**src/rtl/core/ftwa_pkg.sv**
```systemverilog
// Package: shared types, constants and the rotate helper for the flow hash of the flow table.
package ftwa_pkg;

	localparam int BUCKETS = 1024;
	localparam int WAYS = 4;
	localparam int BKT_W = $clog2(BUCKETS);
	localparam int WAY_W = (WAYS > 1) ? $clog2(WAYS) : 1;
	localparam int ENTRIES = BUCKETS * WAYS;
	localparam int ENT_W = $clog2(ENTRIES);
	localparam int CNT_W = 13;
	localparam logic [CNT_W-1:0] CNT_MAX = {CNT_W{1'b1}};

	localparam logic [2:0] ACT_LOOKUP = 3'd0;
	localparam logic [2:0] ACT_INSERT = 3'd1;
	localparam logic [2:0] ACT_TOUCH = 3'd2;
	localparam logic [2:0] ACT_TICK = 3'd3;
	localparam logic [2:0] ACT_SWEEP = 3'd4;
	localparam logic [2:0] ACT_CLEAR = 3'd5;

	localparam logic [0:0] REG_SEED = 1'd0;
	localparam logic [0:0] REG_TIMEOUT = 1'd1;

	typedef struct packed {
		logic [2:0] action;
		logic [31:0] src_ip;
		logic [31:0] dst_ip;
		logic [15:0] src_port;
		logic [15:0] dst_port;
		logic [7:0] protocol;
	} req_t;

	typedef struct packed {
		logic found;
		logic inserted;
		logic table_full;
		logic [9:0] bucket;
		logic [1:0] way;
		logic [12:0] removed_count;
	} rsp_t;

	// Controller to datapath commands.
	typedef struct packed {
		logic load;       // capture request, start hash
		logic hash_step;  // advance the mix by a round pair (one round in the last step)
		logic rd_way;     // read way addressed by way counter
		logic eval_way;   // evaluate registered way data
		logic commit;     // apply lookup/insert/touch result
		logic tick;
		logic sw_rd;      // read entry at sweep index
		logic sw_eval;    // evaluate sweep entry
		logic rsp_load;   // load result register
	} cmd_t;

	typedef struct packed {
		logic hash_done;
		logic ways_done;
		logic sw_last;
	} sts_t;

	function automatic logic [31:0] rotl(input logic [31:0] x, input int k);
		rotl = (x << k) | (x >> (32 - k));
	endfunction

endpackage

```
**src/rtl/core/ftwa_ctrl.sv**
```systemverilog
// Controller state machine for the flow table.
module ftwa_ctrl (
	input logic clk,
	input logic arst_n,
	input logic in_valid,
	input logic [2:0] in_action,
	input logic out_busy,
	input ftwa_pkg::sts_t sts,
	output logic take,
	output ftwa_pkg::cmd_t cmd
);
	import ftwa_pkg::*;

	localparam logic [2:0] ST_IDLE = 3'd0;
	localparam logic [2:0] ST_HASH = 3'd1;
	localparam logic [2:0] ST_WAYS = 3'd2;
	localparam logic [2:0] ST_COMMIT = 3'd3;
	localparam logic [2:0] ST_SWEEP = 3'd4;
	localparam logic [2:0] ST_SWLAST = 3'd5;
	localparam logic [2:0] ST_DONE = 3'd6;

	logic [2:0] state_q;
	logic rd_pend_q;

	assign take = (state_q == ST_IDLE) && in_valid;

	always_comb begin
		cmd = '0;
		cmd.load = take;
		cmd.hash_step = (state_q == ST_HASH);
		cmd.rd_way = (state_q == ST_WAYS) && !sts.ways_done;
		cmd.eval_way = (state_q == ST_WAYS || state_q == ST_COMMIT) && rd_pend_q;
		cmd.commit = (state_q == ST_COMMIT);
		cmd.sw_rd = (state_q == ST_SWEEP);
		cmd.sw_eval = (state_q == ST_SWEEP || state_q == ST_SWLAST) && rd_pend_q;
		cmd.tick = take && (in_action == ACT_TICK);
		cmd.rsp_load = (state_q == ST_DONE) && !out_busy;
	end

	always_ff @(posedge clk or negedge arst_n) begin
		if (!arst_n) begin
			state_q <= ST_IDLE;
			rd_pend_q <= 1'b0;
		end else begin
			rd_pend_q <= cmd.rd_way || cmd.sw_rd;
			case (state_q)
				ST_IDLE: begin
					if (in_valid) begin
						if (in_action <= ACT_TOUCH) begin
							state_q <= ST_HASH;
						end else if (in_action == ACT_SWEEP || in_action == ACT_CLEAR) begin
							state_q <= ST_SWEEP;
						end else begin
							state_q <= ST_DONE;
						end
					end
				end
				ST_HASH: if (sts.hash_done) state_q <= ST_WAYS;
				ST_WAYS: if (sts.ways_done) state_q <= ST_COMMIT;
				ST_COMMIT: state_q <= ST_DONE;
				ST_SWEEP: if (sts.sw_last) state_q <= ST_SWLAST;
				ST_SWLAST: state_q <= ST_DONE;
				ST_DONE: if (!out_busy) state_q <= ST_IDLE;
				default: state_q <= ST_IDLE;
			endcase
		end
	end
endmodule

```
**config.mk**
```make
export PLATFORM = sky130hd
export DESIGN_NAME = ftwa_ctrl
export DESIGN_NICKNAME = d
export VERILOG_FILES = /design/src/rtl/core/ftwa_pkg.sv /design/src/rtl/core/ftwa_ctrl.sv
export SDC_FILE = /design/constraint.sdc
export NUM_CORES = 1
export LEC_CHECK = 0
export BUFFER_PORTS_ARGS = -buffer_cell sky130_fd_sc_hd__buf_2
export CAP_MARGIN = 25
export CORE_AREA = 2 2 39 41
export CTS_BUF_LIST = sky130_fd_sc_hd__clkbuf_8
export DETAILED_ROUTE_END_ITERATION = 16
export DIE_AREA = 0 0 41 43
export GPL_TIMING_DRIVEN = 0
export PLACE_DENSITY = 0.58
export SLEW_MARGIN = 10
export SYNTH_ARGS = -nofsm -noshare
export SYNTH_HDL_FRONTEND = slang
export SYNTH_SLANG_ARGS = --single-unit
```
**constraint.sdc**
```tcl
create_clock -name clk -period 3.41 [get_ports clk]
set_clock_uncertainty 0.1 [all_clocks]
set_input_delay 0.682 -clock clk [delete_from_list [all_inputs] [get_ports clk]]
set_output_delay 0.682 -clock clk [all_outputs]
set_load 0.1 [all_outputs]
```
**Word level (Yosys, flattened, before mapping)**

Cells that the tools add are included.

- Add/sub/neg operators: 0
- Multipliers: 0
- Div/mod/pow operators: 0
- Order comparisons: 1
- Equal/unequal tests: 14
- Shifts and indexed selects: 0
- Mux-type cells: 8
- Bitwise operators: 0
- Reduce and logical (&&, ||, !) cells: 15

Operator list:

| operator | number |
|---|---|
| two-way mux 3 bit | 6 |
| one-hot mux 3 bit (6 select lines) | 1 |
| == test 3 bit, second input constant | 5 |
| != test 2 bit, second input constant | 5 |
| == test 3 x 2 -> 1 bit, second input constant | 3 |
| logical AND 1 bit | 6 |
| AND reduction 5 bit | 1 |
| logical OR 1 bit | 4 |
| == test 3 x 1 -> 1 bit, second input constant | 1 |
| <= comparator 3 x 2 -> 1 bit, second input constant | 1 |
| zero test 3 bit | 1 |
| zero test 1 bit | 2 |
| two-way mux 2 bit | 1 |
| OR reduction 2 bit | 1 |

- Register bits: 4
- Bits in latches: 0
- Memory bits (writable): 0
- ROM bits: 0
- Output and inout bits: 10
- Memories: 0

**Depth between registers and ports, before layout**

Gate-level depths: netlist (run 1).

- Depth in word-level cells: 6
- Depth in mapped cells: 4
- Depth with buffers taken out: 3

**Worst setup path before layout (run 1)**

OpenSTA, ideal clock, no wires.

- Kind: input port to output port
- Start point: in in_valid
- End point: out cmd[3] (netlist bit)
- Arrival: 3.957 ns
- Data required time: 2.628 ns
- Slack: -1.329 ns
- Cell stages on the path: 3
- Cell sequence: nand2b_1 -> nor3_1 -> and4b_1

RTL lines:

| item | line | RTL |
|---|---|---|
| start, declared | ftwa_ctrl.sv:5 | `input logic in_valid,` |
| end, declared | ftwa_ctrl.sv:10 | `output ftwa_pkg::cmd_t cmd` |

==> results of run 1 <==
[final cells by class]
cell class	count	area [um2]	area share
multi-input cells	32	220	0.426
flip-flops and latches	4	100	0.194
repair buffers	19	95.1	0.184
clock buffers	3	41.3	0.0799
plain buffers	4	28.8	0.0557
well taps	16	20.0	0.0387
inverters	3	11.3	0.0218
[cells by family (layout without fill, tap and decap cells)]
group	Yosys count	in the layout	synth area share
buf+inv	7	29	0.116
compound gates	10	10	0.222
flops	4	4	0.291
simple gates	22	22	0.371
[worst paths after layout]
| path | startpoint | to | slack (ns) | cells after the start |
|---|---|---|---|---|
| setup / recovery | in_valid | cmd[3] | 0.98 | 5 |
| hold / removal | arst_n | state_q[1] | 0.16 | 1 |
| setup reg to reg | state_q[0] | state_q[0] | 2.10 | 3 |
| hold reg to reg | state_q[2] | rd_pend_q | 0.59 | 3 |
| max in group asynchronous | arst_n | state_q[0] | 2.93 | 1 |
| min in group clk | state_q[2] | rd_pend_q | 0.59 | 3 |
[cell usage in the layout, fill, tap and decap left out, types with 2 or more instances in the layout]
| master | synthesis | routed |
|---|---|---|
| a21oi_1 | 2 | 2 |
| and2_1 | 2 | 2 |
| buf_2 | 2 | 21 |
| clkbuf_8 | 0 | 3 |
| dfrtp_1 | 4 | 4 |
| inv_1 | 3 | 3 |
| nand2_1 | 4 | 4 |
| nand2b_1 | 4 | 4 |
| nor2_1 | 4 | 4 |
| nor3_1 | 4 | 2 |
[registers in the layout, indices dropped and copies added (netlist names)]
register	flops
rd_pend_q	1
state_q	3
[per-layer routing]
metal / part of all wire / vias up / track usage
met2: 0.48 / 12 / 0.159
li1: - / 196 / -
met4: 0 / 0 / 0.0400
met5: 0 / - / 0
met3: 0.057 / 0 / 0.0471
met1: 0.46 / 161 / 0.123
[worst reg2reg max path: stages (launching register included)]
cell and delay (ns):
dfrtp_1 0.39, buf_2 0.19, o41ai_1 0.32, o21ba_1 0.19
[metrics by stage]
step | area [um2] | utilization | setup WS, ns | cells | hold slack [ns]
5_1_grt | 517 | 0.373 | 0.927 | 81 | 0.170
2_1_floorplan | 360 | - | 0.00616 | 43 | 0.286
6_report | 517 | 0.373 | 0.978 | 81 | 0.164
3_3_place_gp | 475 | 0.344 | 0.980 | 78 | 0.388
3_5_place_dp | 475 | 0.344 | 0.976 | 78 | 0.388
4_1_cts | 517 | 0.373 | 0.971 | 81 | 0.161
==> flow_summary.toml, run 1 <==
[clocking]
cts_buffers = 3
path_clk_slew_ns = 0.03
cts.htree.levels = 1
insertion_delay_ns = 0.21
ctsResizeCount = 0
cts_tree = "yes"
post-cts-setup-buffers = 0
root_buffer = "clkbuf_8"
cts_sinks = 4
cts.hold.buffers_added = 0
cts_buffer_depth = 2

[floorplan]
die_w_um = 41
die_height_um = 43
io_pins = 20
coreArea_um2 = 1380
rows = 14
start_util = 0.249
dieArea_um2 = 1760

[worst_setup_path]
crit_fanout = 3
cp-start-kind = "input pin"
cp.required_ns = 2.63
crit_type = "input pin to output port"
crit_path_cell_trace = "buf_2, nand2b_1, nor3_4, and4b_1, buf_2"
cp_num_buf_inv = 2
cp_common_cell = "buf_2"
critPathMaxStageDelay_ns = 0.42
arrival_ns = 1.65
endpoint_kind = "output port"
critPathSlowestCell = "buf_2"
path_delay_family = "buffers and inverters"

[synthesis]
ys_types = 23
yosysWarnings = 0
synthCells = 43
ys_top_cells_by_count = "4 x dfrtp_1, 4 x nand2_1, 4 x nand2b_1, 4 x nor2_1, 4 x nor3_1"
synth.area.top_cells = "dfrtp_1 29%, nand2b_1 7.3%, nor3_1 5.8%"
syn_area_per_cell_um2 = 8.00
synth-async-reset-ratio = 1.00
syn-num-nets = 53
yosysTopAreaCellShare = 0.291
ys_ff_latch = 4
synthFlopType = "dfrtp_1"
ys_seq_area_frac = 0.291
yosysTopAreaCell = "dfrtp_1"
synth-edff-count = 0
syn_area_um2 = 344

[sta]
slew_headroom = 0.677
fin_crit_sh = 0.713
final.setup.tns_ns = 0
rsz0062_at_grt = "false"
period_needed_ns = 2.43
max_freq_mhz = 411
drv_slew = 0
worst_pin_slew_ns = 0.488
finalSetupViolCount = 0
finalHoldViolations = 0

[routing]
via_per_inst = 4.56
drc_errors = 0
dr_total_vias = 369
ant_nets = 0
drtPass1Iterations = 4
post_drt_wl_per_cell_um = 10.1
drt_iter0_drc = 8
wl_um = 821

[flow_run]
max_cap_violations = 0

[hold_path]
hold_class = "input pin to asynchronous set/reset pin"

[final_layout]
nFillCells = 153
antenna_cells = 0
drive_gt1_frac = 0.446
area_growth_pct = 50.2
nets = 77

[global_routing]
grt_pass1_vias = 318
grt_overflow = 0
antenna_found_initial = 0
grt_pass1_wl_um = 1230
grt.total_usage = 0.105
grt_max_degree = 11

[place]
routabilityCongestion = 0.662
dp_hpwl_um = 643
io_buffers = 19

[status]
outcome = "finished clean"
Power of run 1 is not shown: default switching activity piles up to over one toggle a cycle in this logic, so the estimate is an artifact.
==> run 2: changes to the inputs <==
Settings changed: PLACE_DENSITY 0.58 to 0.6.
Clock period 3.41 ns to 2 ns, I/O delays scaled along.
==> run 2 against run 1 <==
  * Worst setup slack lost 0.92 ns
  * Sequential share of layout area shrank 3.1 points
  * Non-clock buffer count grew 1
  * Critical path type is now register to output port
  * Final cell count grew 1.2%
  * Routed wire length grew 7.3%
  * Sequential cell count is the same
  * Die area is the same
  * Hold slack gained 0.25 ns
  * Global-route usage grew 1.2 points
  * Critical path depth shrank 1
  * Utilization grew 7.1 points
==> flow_summary.toml, run 2 (synthesis gave the netlist of run 1 again) <==
[worst_setup_path]
arrival_ns = 1.44
cp_num_buf_inv = 3
cp-start-kind = "register"
path_delay_family = "buffers and inverters"
crit_path_cell_trace = "buf_2, inv_1, nor3_4, buf_4"
critPathMaxStageDelay_ns = 0.39
cp.required_ns = 1.50
crit_fanout = 10
critPathSlowestCell = "dfrtp_1"
crit_type = "register to output port"
endpoint_kind = "output port"

[final_layout]
layout_common_cells = "11 x buf_2, 7 x buf_4, 4 x nand2_1, 4 x dfrtp_1"
largest_reg_flops = 3
final_common_cell = "buf_2"
nFillCells = 140
register_area_um2 = 100
antenna_cells = 0
multiInputGateArea_um2 = 268
regMostFlops = "state_q"
reg.largest.list = "state_q: 3 flops, rd_pend_q: 1 flops"
area_growth_pct = 78.9
drive_gt1_frac = 0.515
finalCoreUtilization = 0.445
nets = 78

[floorplan]
rows = 14
start_util = 0.249
io_pins = 20
die_w_um = 41
die_height_um = 43
coreArea_um2 = 1380
dieArea_um2 = 1760

[clocking]
cts_buffers = 3
root_buffer = "clkbuf_8"
post-cts-setup-buffers = 0
insertion_delay_ns = 0.22
path_clk_slew_ns = 0.03
cts_tree = "yes"
cts_buffer_depth = 2
cts_sinks = 4
cts.htree.levels = 1

[hold_path]
hold_class = "input pin to asynchronous set/reset pin"

[sta]
period_needed_ns = 1.94
max_freq_mhz = 516
finalSetupViolCount = 0
rsz0062_at_grt = "false"
slew_headroom = 0.679
drv_slew = 0
worst_pin_slew_ns = 0.484
fin_crit_sh = 0.969
finalHoldViolations = 0

[routing]
drt_iter0_drc = 6
ant_nets = 0
drtPass1Iterations = 4
post_drt_wl_per_cell_um = 10.7
dr_total_vias = 382
via_per_inst = 4.66
wl_um = 881
drc_errors = 0

[global_routing]
grt.total_usage = 0.116
grt_max_degree = 11
grt_pass1_wl_um = 1290
grt_overflow = 0
antenna_found_initial = 0
grt_pass1_vias = 315

[status]
outcome = "finished clean"

[flow_run]
max_cap_violations = 0

[place]
routabilityCongestion = 0.603
io_buffers = 19
dp_hpwl_um = 648
[run 2: layout make-up]
class	count	area share
Buffer	4	0.0508
Inverter	3	0.0183
Timing Repair Buffer	20	0.234
Sequential cell	4	0.163
Clock buffer	3	0.0671
Tap cell	16	0.0325
Multi-Input combinational cell	32	0.435
[run 2: per-layer routing]
layer | vias up | wire length [um] | global-route usage
li1 | 199 | - | -
met1 | 165 | 412 | 0.148
met2 | 16 | 406 | 0.144
met4 | 0 | 12 | 0.100
met3 | 2 | 49 | 0.0471
met5 | - | 0 | 0
[run 2: path summary, 6_finish.rpt]
kind,start,end,slack [ns],cells after the start
worst max-delay path,state_q[0],cmd[7],0.06,4
worst min-delay path,arst_n,state_q[2],0.42,2
worst max register to register,state_q[0],state_q[2],0.59,4
worst min register to register,state_q[2],rd_pend_q,0.63,3
max in group asynchronous,arst_n,rd_pend_q,1.27,2
min in group clk,sts[1],rd_pend_q,0.42,3
[run 2: repair_timing]
item	in CTS	in global routing
hold endpoints to repair	4	0
endpoints found under the setup margin	7	5
resized for setup	8	7
hold buffers	1	0
[run 2: per-stage QoR]
stage	setup WS [ns]	cells	TNS (ns)	area, um2	hold WS, ns
3_3_place_gp	0.0690	78	0	523	0.104
2_1_floorplan	-0.531	43	-1.12	408	0.00441
5_1_grt	0.00794	82	0	616	0.450
4_1_cts	0.0209	82	0	596	0.413
3_5_place_dp	0.0751	78	0	523	0.106
6_report	0.0612	82	0	616	0.415
Power of run 2 is left out for the same reason.
==> run 3: changes to the inputs <==
Settings changed: PLACE_DENSITY 0.6 to 0.66.
==> run 3 against run 2 <==
  * Fmax fell by 0.81%
  * Via count rose by 2.6%
  * Utilization rose by 0.090 points
  * Register-to-register slack got worse by 0.07 ns
  * First-iteration DRC count rose by 17%
  * Final cell count did not move
  * Critical path depth fell by 1
  * Global-route usage rose by 1.1 points
  * Routed wire length rose by 4.8%
  * Sequential share of layout area barely moved
  * Die area did not move
  * Highest routed layer unchanged
  * Largest cell class unchanged
  * Clock-buffer cell count did not move
==> flow_summary.toml, run 3 (synthesis gave the netlist of run 1 again) <==
[clocking]
cts_buffers = 3
cts_buffer_depth = 2
root_buffer = "clkbuf_8"
insertion_delay_ns = 0.22
post-cts-setup-buffers = 0
cts_sinks = 4
cts.htree.levels = 1
path_clk_slew_ns = 0.03
cts_tree = "yes"

[sta]
fin_crit_sh = 0.977
finalSetupViolCount = 0
max_freq_mhz = 512
drv_slew = 0
period_needed_ns = 1.95
whs_ns = 0.399
finalHoldViolations = 0
rsz0062_at_grt = "false"
final.setup.tns_ns = 0
worst_pin_slew_ns = 0.490
slew_headroom = 0.676

[worst_setup_path]
critPathMaxStageDelay_ns = 0.45
cp.required_ns = 1.50
path_delay_family = "buffers and inverters"
critPathSlowestCell = "buf_2"
crit_path_cell_trace = "nand2b_4, nor3_4, buf_2"
crit_type = "register to output port"
arrival_ns = 1.45
crit_fanout = 3
cp-start-kind = "register"
endpoint_kind = "output port"
cp_num_buf_inv = 1

[floorplan]
die_height_um = 43
dieArea_um2 = 1760
die_w_um = 41
coreArea_um2 = 1380
rows = 14
start_util = 0.249
io_pins = 20

[final_layout]
regMostFlops = "state_q"
area_growth_pct = 79.3
instances_no_fill = 82
nets = 78
drive_gt1_frac = 0.515
finalCoreUtilization = 0.446
reg.largest.list = "state_q: 3 flops, rd_pend_q: 1 flops"
layout_common_cells = "12 x buf_2, 6 x buf_4, 4 x nand2_1, 4 x dfrtp_1"
final_common_cell = "buf_2"
nFillCells = 140
antenna_cells = 0
largest_reg_flops = 3

[routing]
wl_um = 923
drc_errors = 0
drtPass1Iterations = 3
via_per_inst = 4.78
dr_total_vias = 392
drt_iter0_drc = 7
ant_nets = 0
post_drt_wl_per_cell_um = 11.3

[global_routing]
grt.total_usage = 0.128
grt_pass1_vias = 408
grt_overflow = 0
grt_pass1_wl_um = 1520
grt_max_degree = 11
antenna_found_initial = 0

[flow_run]
max_cap_violations = 0

[place]
routabilityCongestion = 0.705
io_buffers = 19
dp_hpwl_um = 689
place_inst = 78

[status]
outcome = "finished clean"

[hold_path]
hold_class = "input pin to register"
[run 3: changes by cell type in the layout (fill, tap and decap cells not counted)]
| cell | before | now |
|---|---|---|
| buf_6 | 2 | 3 |
| buf_2 | 11 | 12 |
| buf_4 | 7 | 6 |
| clkbuf_4 | 2 | 1 |
[run 3: final timing paths]
check                                 from    endpoint  slack, ns  cells past startpoint
worst max-delay path            state_q[0]        take       0.05                      3
worst min-delay path                sts[1]   rd_pend_q       0.40                      3
worst max register to register  state_q[0]  state_q[0]       0.52                      3
worst min register to register  state_q[2]   rd_pend_q       0.61                      3
max in group asynchronous           arst_n  state_q[2]       1.26                      2
min in group asynchronous           arst_n   rd_pend_q       0.42                      2
[run 3: area by class of cell]
class                      count  area, um2  area share
multi-input combinational     32        268       0.434
timing repair buffer          20        145       0.235
sequential                     4        100       0.162
clock buffer                   3       41.3      0.0669
buffer                         4       31.3      0.0507
tap                           16       20.0      0.0325
inverter                       3       11.3      0.0183
[run 3: routing by layer]
metal | up-vias | GRT usage | wire [um]
li1 | 198 | - | -
met1 | 176 | 0.158 | 367
met2 | 14 | 0.188 | 489
met3 | 4 | 0.0157 | 41
met4 | 0 | 0.100 | 25
met5 | - | 0 | 0
[run 3: timing repair]
action | CTS | global route
resized for setup | 8 | 7
endpoints found under the hold margin | 4 | 0
hold buffers | 1 | 0
endpoints found under the setup margin | 7 | 6
cloned | 0 | 0
[run 3: tightest hold or removal path: stages]
cell,delay [ns]
buf_2,0.11
nand2b_1,0.10
a21oi_1,0.06
[run 3: per-stage QoR]
step / area, um2 / worst slack [ns]
2_1_floorplan: 408 / -0.531
3_3_place_gp: 523 / 0.0673
3_5_place_dp: 523 / 0.0482
4_1_cts: 596 / 0.000782
5_1_grt: 617 / 0.00402
6_report: 617 / 0.0454
Power of run 3 is left out for the same reason.
